==> src/sv/sfsr_pkg.sv <==
// ----------------------------------------------------------------------------
// sfsr_pkg
// Shared constants, register codes and the command word passed from the
// classifying front end to the output serializer.
// ----------------------------------------------------------------------------
package sfsr_pkg;

  // character and window geometry
  localparam int CHAR_W      = 8;
  localparam int PATTERN_MAX = 8;
  localparam int REPLACE_MAX = 8;
  localparam int CFG_W       = 64;
  localparam int LEN_W       = 4;
  localparam int WIN_W       = PATTERN_MAX * CHAR_W;

  // one command carries at most this many characters
  localparam int MAX_RESULTS = 8;
  localparam int CMD_W       = MAX_RESULTS * CHAR_W;
  localparam int IDX_W       = 3;

  // command queue between front and back
  localparam int QUEUE_DEPTH = 4;
  localparam int Q_PTR_W     = 2;
  localparam int Q_CNT_W     = Q_PTR_W + 1;

  // configuration register indexes
  localparam int CFG_IDX_W = 2;
  typedef enum logic [CFG_IDX_W-1:0] {
    REG_PATTERN_BYTES      = 2'd0,
    REG_PATTERN_LENGTH     = 2'd1,
    REG_REPLACEMENT_BYTES  = 2'd2,
    REG_REPLACEMENT_LENGTH = 2'd3
  } cfg_reg_e;

  // a burst of output characters, oldest in the low byte
  typedef struct packed {
    logic [CMD_W-1:0] chars;
    logic [LEN_W-1:0] count;
    logic             last;
    logic             match;
  } sfsr_cmd_t;

endpackage

==> src/sv/sfsr_front.sv <==
// ----------------------------------------------------------------------------
// sfsr_front
// Holds the configuration and the pending-character window, classifies each
// accepted word and issues at most one command for the characters it releases.
// ----------------------------------------------------------------------------
module sfsr_front
  import sfsr_pkg::*;
(
  input  logic                 clk_i,
  input  logic                 rst_ni,
  // configuration write channel
  input  logic                 cfg_valid_i,
  input  logic [CFG_IDX_W-1:0] cfg_index_i,
  input  logic [CFG_W-1:0]     cfg_data_i,
  // accepted input word
  input  logic                 accept_i,
  input  logic [CHAR_W-1:0]    in_char_i,
  input  logic                 end_of_string_i,
  // command out
  output logic                 cmd_push_o,
  output sfsr_cmd_t            cmd_o
);

  logic [CFG_W-1:0] pattern_bytes_q, replacement_bytes_q;
  logic [LEN_W-1:0] pattern_length_q, replacement_length_q;

  logic [WIN_W-1:0] win_q, win_d;
  logic [LEN_W-1:0] win_cnt_q, win_cnt_d;
  logic             replaced_q, replaced_d;

  logic [LEN_W-1:0] plen, rlen;
  logic [WIN_W-1:0] win_app;
  logic [LEN_W-1:0] cnt_app;
  logic             same;
  logic             room;

  // configuration registers
  always_ff @(posedge clk_i or negedge rst_ni) begin
    if (!rst_ni) begin
      pattern_bytes_q      <= '0;
      pattern_length_q     <= LEN_W'(1);
      replacement_bytes_q  <= '0;
      replacement_length_q <= LEN_W'(1);
    end else if (cfg_valid_i) begin
      unique case (cfg_reg_e'(cfg_index_i))
        REG_PATTERN_BYTES:      pattern_bytes_q      <= cfg_data_i;
        REG_PATTERN_LENGTH:     pattern_length_q     <= cfg_data_i[LEN_W-1:0];
        REG_REPLACEMENT_BYTES:  replacement_bytes_q  <= cfg_data_i;
        REG_REPLACEMENT_LENGTH: replacement_length_q <= cfg_data_i[LEN_W-1:0];
        default: ;
      endcase
    end
  end

  // clamp lengths into range
  always_comb begin
    if (pattern_length_q == '0) begin
      plen = LEN_W'(1);
    end else if (pattern_length_q > LEN_W'(PATTERN_MAX)) begin
      plen = LEN_W'(PATTERN_MAX);
    end else begin
      plen = pattern_length_q;
    end
    if (replacement_length_q == '0) begin
      rlen = LEN_W'(1);
    end else if (replacement_length_q > LEN_W'(REPLACE_MAX)) begin
      rlen = LEN_W'(REPLACE_MAX);
    end else begin
      rlen = replacement_length_q;
    end
  end

  // window with the new character appended, and the pattern compare
  assign room = win_cnt_q < LEN_W'(PATTERN_MAX);

  always_comb begin
    win_app = win_q;
    same    = 1'b1;
    for (int i = 0; i < PATTERN_MAX; i++) begin
      if (room && win_cnt_q == LEN_W'(i)) begin
        win_app[i*CHAR_W +: CHAR_W] = in_char_i;
      end
    end
    for (int i = 0; i < PATTERN_MAX; i++) begin
      if (LEN_W'(i) < plen &&
          win_app[i*CHAR_W +: CHAR_W] != pattern_bytes_q[i*CHAR_W +: CHAR_W]) begin
        same = 1'b0;
      end
    end
  end

  assign cnt_app = room ? win_cnt_q + LEN_W'(1) : win_cnt_q;

  // classify the word: released characters and next window state
  always_comb begin
    cmd_o       = '0;
    win_d       = win_q;
    win_cnt_d   = win_cnt_q;
    replaced_d  = replaced_q;
    if (replaced_q) begin
      // pass-through after the replacement
      cmd_o.chars = CMD_W'(in_char_i);
      cmd_o.count = LEN_W'(1);
      cmd_o.last  = end_of_string_i;
      cmd_o.match = end_of_string_i;
    end else if (cnt_app == plen && same) begin
      // match: send the replacement, drop the window
      cmd_o.chars = CMD_W'(replacement_bytes_q);
      cmd_o.count = rlen;
      cmd_o.last  = end_of_string_i;
      cmd_o.match = end_of_string_i;
      win_d       = '0;
      win_cnt_d   = '0;
      replaced_d  = 1'b1;
    end else if (end_of_string_i) begin
      // flush everything pending
      cmd_o.chars = CMD_W'(win_app);
      cmd_o.count = cnt_app;
      cmd_o.last  = 1'b1;
      cmd_o.match = 1'b0;
    end else if (cnt_app > plen) begin
      // window over length: release the two oldest
      cmd_o.chars = CMD_W'(win_app);
      cmd_o.count = LEN_W'(2);
      win_d       = win_app >> (2 * CHAR_W);
      win_cnt_d   = cnt_app - LEN_W'(2);
    end else if (cnt_app == plen) begin
      // mismatch: release the oldest
      cmd_o.chars = CMD_W'(win_app);
      cmd_o.count = LEN_W'(1);
      win_d       = win_app >> CHAR_W;
      win_cnt_d   = cnt_app - LEN_W'(1);
    end else begin
      // still filling
      win_d       = win_app;
      win_cnt_d   = cnt_app;
    end
    if (end_of_string_i) begin
      win_d      = '0;
      win_cnt_d  = '0;
      replaced_d = 1'b0;
    end
  end

  assign cmd_push_o = accept_i && cmd_o.count != '0;

  // window state
  always_ff @(posedge clk_i or negedge rst_ni) begin
    if (!rst_ni) begin
      win_q      <= '0;
      win_cnt_q  <= '0;
      replaced_q <= 1'b0;
    end else if (accept_i) begin
      win_q      <= win_d;
      win_cnt_q  <= win_cnt_d;
      replaced_q <= replaced_d;
    end
  end

  // window never overfills, and is empty once replaced
  assert property (@(posedge clk_i) disable iff (!rst_ni)
    win_cnt_q <= LEN_W'(PATTERN_MAX))
    else $error("window count above pattern maximum");

  assert property (@(posedge clk_i) disable iff (!rst_ni)
    replaced_q |-> win_cnt_q == '0)
    else $error("window not empty after replacement");

  assert property (@(posedge clk_i) disable iff (!rst_ni)
    accept_i && end_of_string_i |-> cmd_push_o && cmd_o.last)
    else $error("end of string produced no final word");

endmodule

==> src/sv/sfsr_cmd_queue.sv <==
// ----------------------------------------------------------------------------
// sfsr_cmd_queue
// Small first-in first-out store of commands between front and back.
// ----------------------------------------------------------------------------
module sfsr_cmd_queue
  import sfsr_pkg::*;
(
  input  logic      clk_i,
  input  logic      rst_ni,
  input  logic      push_i,
  input  sfsr_cmd_t data_i,
  input  logic      pop_i,
  output sfsr_cmd_t data_o,
  output logic      full_o,
  output logic      empty_o
);

  sfsr_cmd_t          mem_q [QUEUE_DEPTH];
  logic [Q_PTR_W-1:0] wr_ptr_q, rd_ptr_q;
  logic [Q_CNT_W-1:0] cnt_q;
  logic               do_push, do_pop;

  assign full_o  = cnt_q == Q_CNT_W'(QUEUE_DEPTH);
  assign empty_o = cnt_q == '0;
  assign do_push = push_i && !full_o;
  assign do_pop  = pop_i && !empty_o;
  assign data_o  = mem_q[rd_ptr_q];

  // storage
  always_ff @(posedge clk_i) begin
    if (do_push) begin
      mem_q[wr_ptr_q] <= data_i;
    end
  end

  // pointers and fill count
  always_ff @(posedge clk_i or negedge rst_ni) begin
    if (!rst_ni) begin
      wr_ptr_q <= '0;
      rd_ptr_q <= '0;
      cnt_q    <= '0;
    end else begin
      if (do_push) wr_ptr_q <= wr_ptr_q + Q_PTR_W'(1);
      if (do_pop)  rd_ptr_q <= rd_ptr_q + Q_PTR_W'(1);
      cnt_q <= cnt_q + Q_CNT_W'(do_push) - Q_CNT_W'(do_pop);
    end
  end

  assert property (@(posedge clk_i) disable iff (!rst_ni)
    cnt_q <= Q_CNT_W'(QUEUE_DEPTH))
    else $error("command queue count out of range");

endmodule

==> src/sv/sfsr_back.sv <==
// ----------------------------------------------------------------------------
// sfsr_back
// Takes commands from the queue and sends their characters one word per
// cycle into the output register while it is free or being popped.
// ----------------------------------------------------------------------------
module sfsr_back
  import sfsr_pkg::*;
(
  input  logic              clk_i,
  input  logic              rst_ni,
  // command queue side
  input  sfsr_cmd_t         cmd_i,
  input  logic              cmd_empty_i,
  output logic              cmd_pop_o,
  // result side
  output logic [CHAR_W-1:0] out_char_o,
  output logic              last_out_o,
  output logic              match_found_o,
  output logic              empty_o,
  input  logic              pop_i
);

  sfsr_cmd_t         cur_q;
  logic              cur_valid_q;
  logic [IDX_W-1:0]  idx_q;
  logic [CHAR_W-1:0] out_char_q;
  logic              out_last_q, out_match_q, out_valid_q;

  logic              out_free, emit, last_byte, cur_done;
  logic [CMD_W-1:0]  shifted;

  assign out_free  = !out_valid_q || pop_i;
  assign emit      = cur_valid_q && out_free;
  assign last_byte = {1'b0, idx_q} == cur_q.count - LEN_W'(1);
  assign cur_done  = emit && last_byte;
  assign cmd_pop_o = !cmd_empty_i && (!cur_valid_q || cur_done);
  assign shifted   = cur_q.chars >> {idx_q, 3'b000};

  // current command and character index
  always_ff @(posedge clk_i or negedge rst_ni) begin
    if (!rst_ni) begin
      cur_valid_q <= 1'b0;
      idx_q       <= '0;
    end else if (cmd_pop_o) begin
      cur_valid_q <= 1'b1;
      idx_q       <= '0;
    end else if (cur_done) begin
      cur_valid_q <= 1'b0;
      idx_q       <= '0;
    end else if (emit) begin
      idx_q       <= idx_q + IDX_W'(1);
    end
  end

  always_ff @(posedge clk_i) begin
    if (cmd_pop_o) begin
      cur_q <= cmd_i;
    end
  end

  // output register
  always_ff @(posedge clk_i or negedge rst_ni) begin
    if (!rst_ni) begin
      out_valid_q <= 1'b0;
    end else if (emit) begin
      out_valid_q <= 1'b1;
    end else if (pop_i) begin
      out_valid_q <= 1'b0;
    end
  end

  always_ff @(posedge clk_i) begin
    if (emit) begin
      out_char_q  <= shifted[CHAR_W-1:0];
      out_last_q  <= cur_q.last && last_byte;
      out_match_q <= cur_q.match && last_byte;
    end
  end

  assign out_char_o    = out_char_q;
  assign last_out_o    = out_last_q;
  assign match_found_o = out_match_q;
  assign empty_o       = !out_valid_q;

  // a loaded command is never empty and its index stays inside it
  assert property (@(posedge clk_i) disable iff (!rst_ni)
    cur_valid_q |-> cur_q.count != '0 && {1'b0, idx_q} < cur_q.count)
    else $error("serializer index outside current command");

  assert property (@(posedge clk_i) disable iff (!rst_ni)
    out_valid_q && out_match_q |-> out_last_q)
    else $error("match flag on a word that is not last");

endmodule

==> src/sv/stream_first_substring_replace_unit.sv <==
// A word's first result passes the command queue, the current-command and
// output registers. Throughput: one input word per cycle while each gives at
// most one result and results are popped; a word releasing k characters holds
// the serializer until all k are sent, and a four-entry command queue absorbs
// such bursts. Reset: asynchronous, active low; clears window, replace flag,
// queue and output; sets pattern/replacement bytes to 0, both lengths to 1.
// ----------------------------------------------------------------------------
// stream_first_substring_replace_unit
// Streaming first-occurrence find and replace over a byte string, split into
// a classifying front end, a command queue and an output serializer.
// ----------------------------------------------------------------------------
module stream_first_substring_replace_unit
  import sfsr_pkg::*;
(
  input  logic                 clk_i,
  input  logic                 rst_ni,
  // configuration write channel
  input  logic                 cfg_valid_i,
  output logic                 cfg_ready_o,
  input  logic [CFG_IDX_W-1:0] cfg_index_i,
  input  logic [CFG_W-1:0]     cfg_data_i,
  // input words
  input  logic                 push,
  output logic                 full,
  input  logic [CHAR_W-1:0]    in_char_i,
  input  logic                 end_of_string_i,
  // result words
  output logic                 empty,
  input  logic                 pop,
  output logic [CHAR_W-1:0]    out_char_o,
  output logic                 last_out_o,
  output logic                 match_found_o
);

  logic      accept;
  logic      cmd_push, cmd_pop, q_full, q_empty;
  sfsr_cmd_t cmd_in, cmd_head;

  assign cfg_ready_o = 1'b1;
  assign full        = q_full;
  assign accept      = push && !q_full;

  // classify and track the window
  sfsr_front u_front (
    .clk_i           (clk_i),
    .rst_ni          (rst_ni),
    .cfg_valid_i     (cfg_valid_i),
    .cfg_index_i     (cfg_index_i),
    .cfg_data_i      (cfg_data_i),
    .accept_i        (accept),
    .in_char_i       (in_char_i),
    .end_of_string_i (end_of_string_i),
    .cmd_push_o      (cmd_push),
    .cmd_o           (cmd_in)
  );

  // decoupling queue
  sfsr_cmd_queue u_queue (
    .clk_i   (clk_i),
    .rst_ni  (rst_ni),
    .push_i  (cmd_push),
    .data_i  (cmd_in),
    .pop_i   (cmd_pop),
    .data_o  (cmd_head),
    .full_o  (q_full),
    .empty_o (q_empty)
  );

  // serialize characters to the output
  sfsr_back u_back (
    .clk_i         (clk_i),
    .rst_ni        (rst_ni),
    .cmd_i         (cmd_head),
    .cmd_empty_i   (q_empty),
    .cmd_pop_o     (cmd_pop),
    .out_char_o    (out_char_o),
    .last_out_o    (last_out_o),
    .match_found_o (match_found_o),
    .empty_o       (empty),
    .pop_i         (pop)
  );

endmodule

==> config.mk <==
export PLATFORM = sky130hd
export DESIGN_NAME = stream_first_substring_replace_unit
export DESIGN_NICKNAME = d
export VERILOG_FILES = /design/src/sv/sfsr_pkg.sv /design/src/sv/sfsr_front.sv /design/src/sv/sfsr_cmd_queue.sv /design/src/sv/sfsr_back.sv /design/src/sv/stream_first_substring_replace_unit.sv
export SDC_FILE = /design/constraint.sdc
export NUM_CORES = 1
export LEC_CHECK = 0
export BUFFER_PORTS_ARGS = -buffer_cell sky130_fd_sc_hd__buf_2
export CAP_MARGIN = 0
export CORE_MARGIN = 1.5
export CORE_UTILIZATION = 55
export CTS_CLUSTER_SIZE = 14
export DETAILED_ROUTE_END_ITERATION = 8
export HOLD_SLACK_MARGIN = 0.03
export PLACE_DENSITY_LB_ADDON = 0.08
export SLEW_MARGIN = 20
export SYNTH_ARGS = -nofsm -noshare
export SYNTH_HDL_FRONTEND = slang
export SYNTH_SLANG_ARGS = --single-unit
==> constraint.sdc <==
create_clock -name clk_i -period 12.7 [get_ports clk_i]
set_clock_uncertainty 0.05 [all_clocks]
set_input_delay 0 -clock clk_i [delete_from_list [all_inputs] [get_ports clk_i]]
set_output_delay 0 -clock clk_i [all_outputs]
set_load 0.02 [all_outputs]
==> metrics.cfg <==
[global_routing]
grt_overflow=0
grt_max_degree=108
grt_pass1_vias=15470
antenna_found_initial=2
track_usage_pct=29.70
grt_pass1_wl_um=102700

[route]
viasPerCell=6.220
vias=15810
drtPass1Iterations=5
antenna_left=0
drt_iter0_drc=1523
wirelength_um=69210
drc=0
post_drt_wl_per_cell_um=27.24

[timing]
max_clock_freq_mhz=170.7
setup_viol=0
rsz0062_at_grt=no
maxSlewHeadroom_pct=25.40
fin_crit_sh_pct=46.12
slew_violations=0
final-hold-violation-count=0
worst_pin_slew_ns=1.119
fin_setup_tns_ns=0
fin_crit_ns=5.858

[job]
drv_cap=0

[final_layout]
mostFrequentLayoutCells=360 x edfxtp_1, 213 x dfrtp_1, 153 x nand2_1
n_antenna_cell=0
area_growth_pct=14.69
design_area_um2=29200
final_nets=1992
drive_gt1_share_pct=22.93
final_common_cell=edfxtp_1
fill_cells=3338
multiInputGateArea_um2=8589
regArea_um2=16250

[place]
dp_hpwl_um=44950
placed_area_um2=26480
io_buffers=91
gp_congestion=0.9296

[logic_synthesis]
async_reset_ff_share_pct=37.61
synth_edf_count=360
yosys.area.top_type=edfxtp_1
yosysUniqueCellTypes=71
synthTopCellsByArea=edfxtp_1 42%, dfrtp_1 21%, mux4_2 7.6%
yosysTopAreaCellShare_pct=42.46
synth_area_um2=25460
ys_seq_area_share_pct=63.79
syn_inst=1735
synth_nets=1835
syn_avg_cell_area_um2=14.68
synth_flop_cell=edfxtp_1
synth-seq-cells=577
ys_warn_count=0

[run_status]
outcome=completed

[floorplan]
rows=78
ios=93
die-area_um2=47590
fp.dieW_um=218.2
core_area_um2=45580
initial_core_util_pct=55.87
die_height_um=218.2

[setup_path]
worstPathArrival_ns=6.05
critPathMaxFanout=46
required_ns=12.89
critPathKind=reg2reg
cp-end-kind=flop
cp-start-kind=flop

[clocking]
cts_made_buffers=57
cts_root_buf=clkbuf_16
cts_tree=built
clock-sinks=577
clk_latency_ns=0.63
h-tree-depth=2
clkTransAtPathRegs_ns=0.07
cts_buffer_depth=3

[min_path]
hold_class=in2reg

[pwr]
power_density_nw_per_um2=220.5
worst_ir_drop_vdd_mv=0.2381
p_total_mw=6.441
leakagePower_nw=10.96

## layout make-up
cell class | instances | share of cell area [%]
clock buffer | 81 | 5.403
clock inverter | 27 | 0.8783
inverter | 51 | 0.6555
multi-input combinational | 1002 | 29.41
sequential | 577 | 55.64
tap | 600 | 2.571
timing repair buffer | 203 | 5.441
## metrics by stage
stage | util [%] | cells | hold WS, ns | setup slack (ns)
finish | 64.08 | 2541 | 0.07274 | 6.842
floorplan | - | 1735 | -0.3456 | 7.524
detailed placement | 58.10 | 2347 | 0.08020 | 6.943
global placement | 57.98 | 2345 | 0.06571 | 6.974
global route | 64.08 | 2541 | 0.1023 | 6.546
CTS | 64.03 | 2540 | 0.04869 | 6.902
## flip-flops by register name (all words and copies together), names as in the netlist, 4 cells and up
signal                        cells
u_queue.mem_q                   280
u_back.cur_q                     70
u_front.pattern_bytes_q          64
u_front.replacement_bytes_q      64
u_front.win_q                    64
u_back.out_char_o                 8
u_front.pattern_length_q          4
u_front.replacement_length_q      4
u_front.win_cnt_q                 4
## repair_timing
item	4_1_cts	5_1_grt
gates resized for setup	0	0
hold endpoints to repair	257	0
buffers inserted	0	0
hold buffers	85	0
## routing by layer
metal	track usage, %	wire length, um	up-vias
met5	0	11	-
met4	9.770	2096	2
li1	-	-	6887
met2	43.63	30990	688
met3	3.730	5345	116
met1	46.20	30770	8113
## cells in the mapped netlist, types with 6 or more instances
| cell type | n |
|---|---|
| edfxtp_1 | 360 |
| dfrtp_1 | 215 |
| nand2_1 | 153 |
| o21ai_0 | 129 |
| mux2_2 | 127 |
| mux2i_1 | 88 |
| mux4_2 | 86 |
| clkbuf_1 | 61 |
| nor2_1 | 57 |
| o2bb2ai_1 | 57 |
| inv_1 | 50 |
| a21oi_1 | 41 |
| xor2_1 | 36 |
| xnor2_1 | 26 |
| o22ai_1 | 24 |
| ha_1 | 19 |
| buf_2 | 16 |
| nand3_1 | 14 |
| o211ai_1 | 13 |
| buf_1 | 12 |
| and2_1 | 11 |
| o21ai_1 | 11 |
| a22o_1 | 8 |
| buf_6 | 7 |
| nor4_1 | 7 |
| nand3b_1 | 6 |
| nor3_1 | 6 |
| or2_2 | 6 |
## worst max-delay path, stage by stage (launching register included)
cell and delay, ns:
dfrtp_1 0.47, inv_1 0.14, ha_1 0.23, nor3b_2 0.80, mux2i_1 0.66, o22ai_1 0.15, a221oi_1 0.23, nand4_1 0.29
o41ai_2 0.47, o2111ai_2 0.35, a31oi_4 0.42, and2_4 0.47, buf_4 0.65
## kinds of logic after synthesis
group / share of synthesized area (%)
DFF: 63.79
and+or+nand+nor: 5.361
AOI/OAI and AO/OA: 8.118
other: 0.01473
adders and majority gates: 1.012
buffers and inverters: 2.678
muxes: 16.89
xor gates and xnor gates: 2.133
## final timing paths
path	startpoint	endpoint	slack (ns)	cells after the start
min reg2reg	u_front.win_q[31]	u_front.win_q[31]	0.43	2
max in group asynchronous	rst_ni	u_front.win_q[18]	10.85	4
max	u_front.win_cnt_q[0]	u_queue.mem_q[2][52]	6.84	12
max reg2reg	u_front.win_cnt_q[0]	u_queue.mem_q[2][52]	6.84	12
min in group asynchronous	rst_ni	u_front.win_q[36]	0.45	3
min	cfg_data_i[57]	u_front.pattern_bytes_q[57]	0.07	4
## report_power, final
part | total [mW] | leakage, nW | internal, mW | switching (mW)
Sequential | 2.79 | 6.04 | 2.53 | 0.260
Clock | 1.67 | 0.889 | 0.948 | 0.718
Combinational | 1.98 | 4.03 | 0.803 | 1.18
No activity file was read; power rests on OpenSTA's default activity.
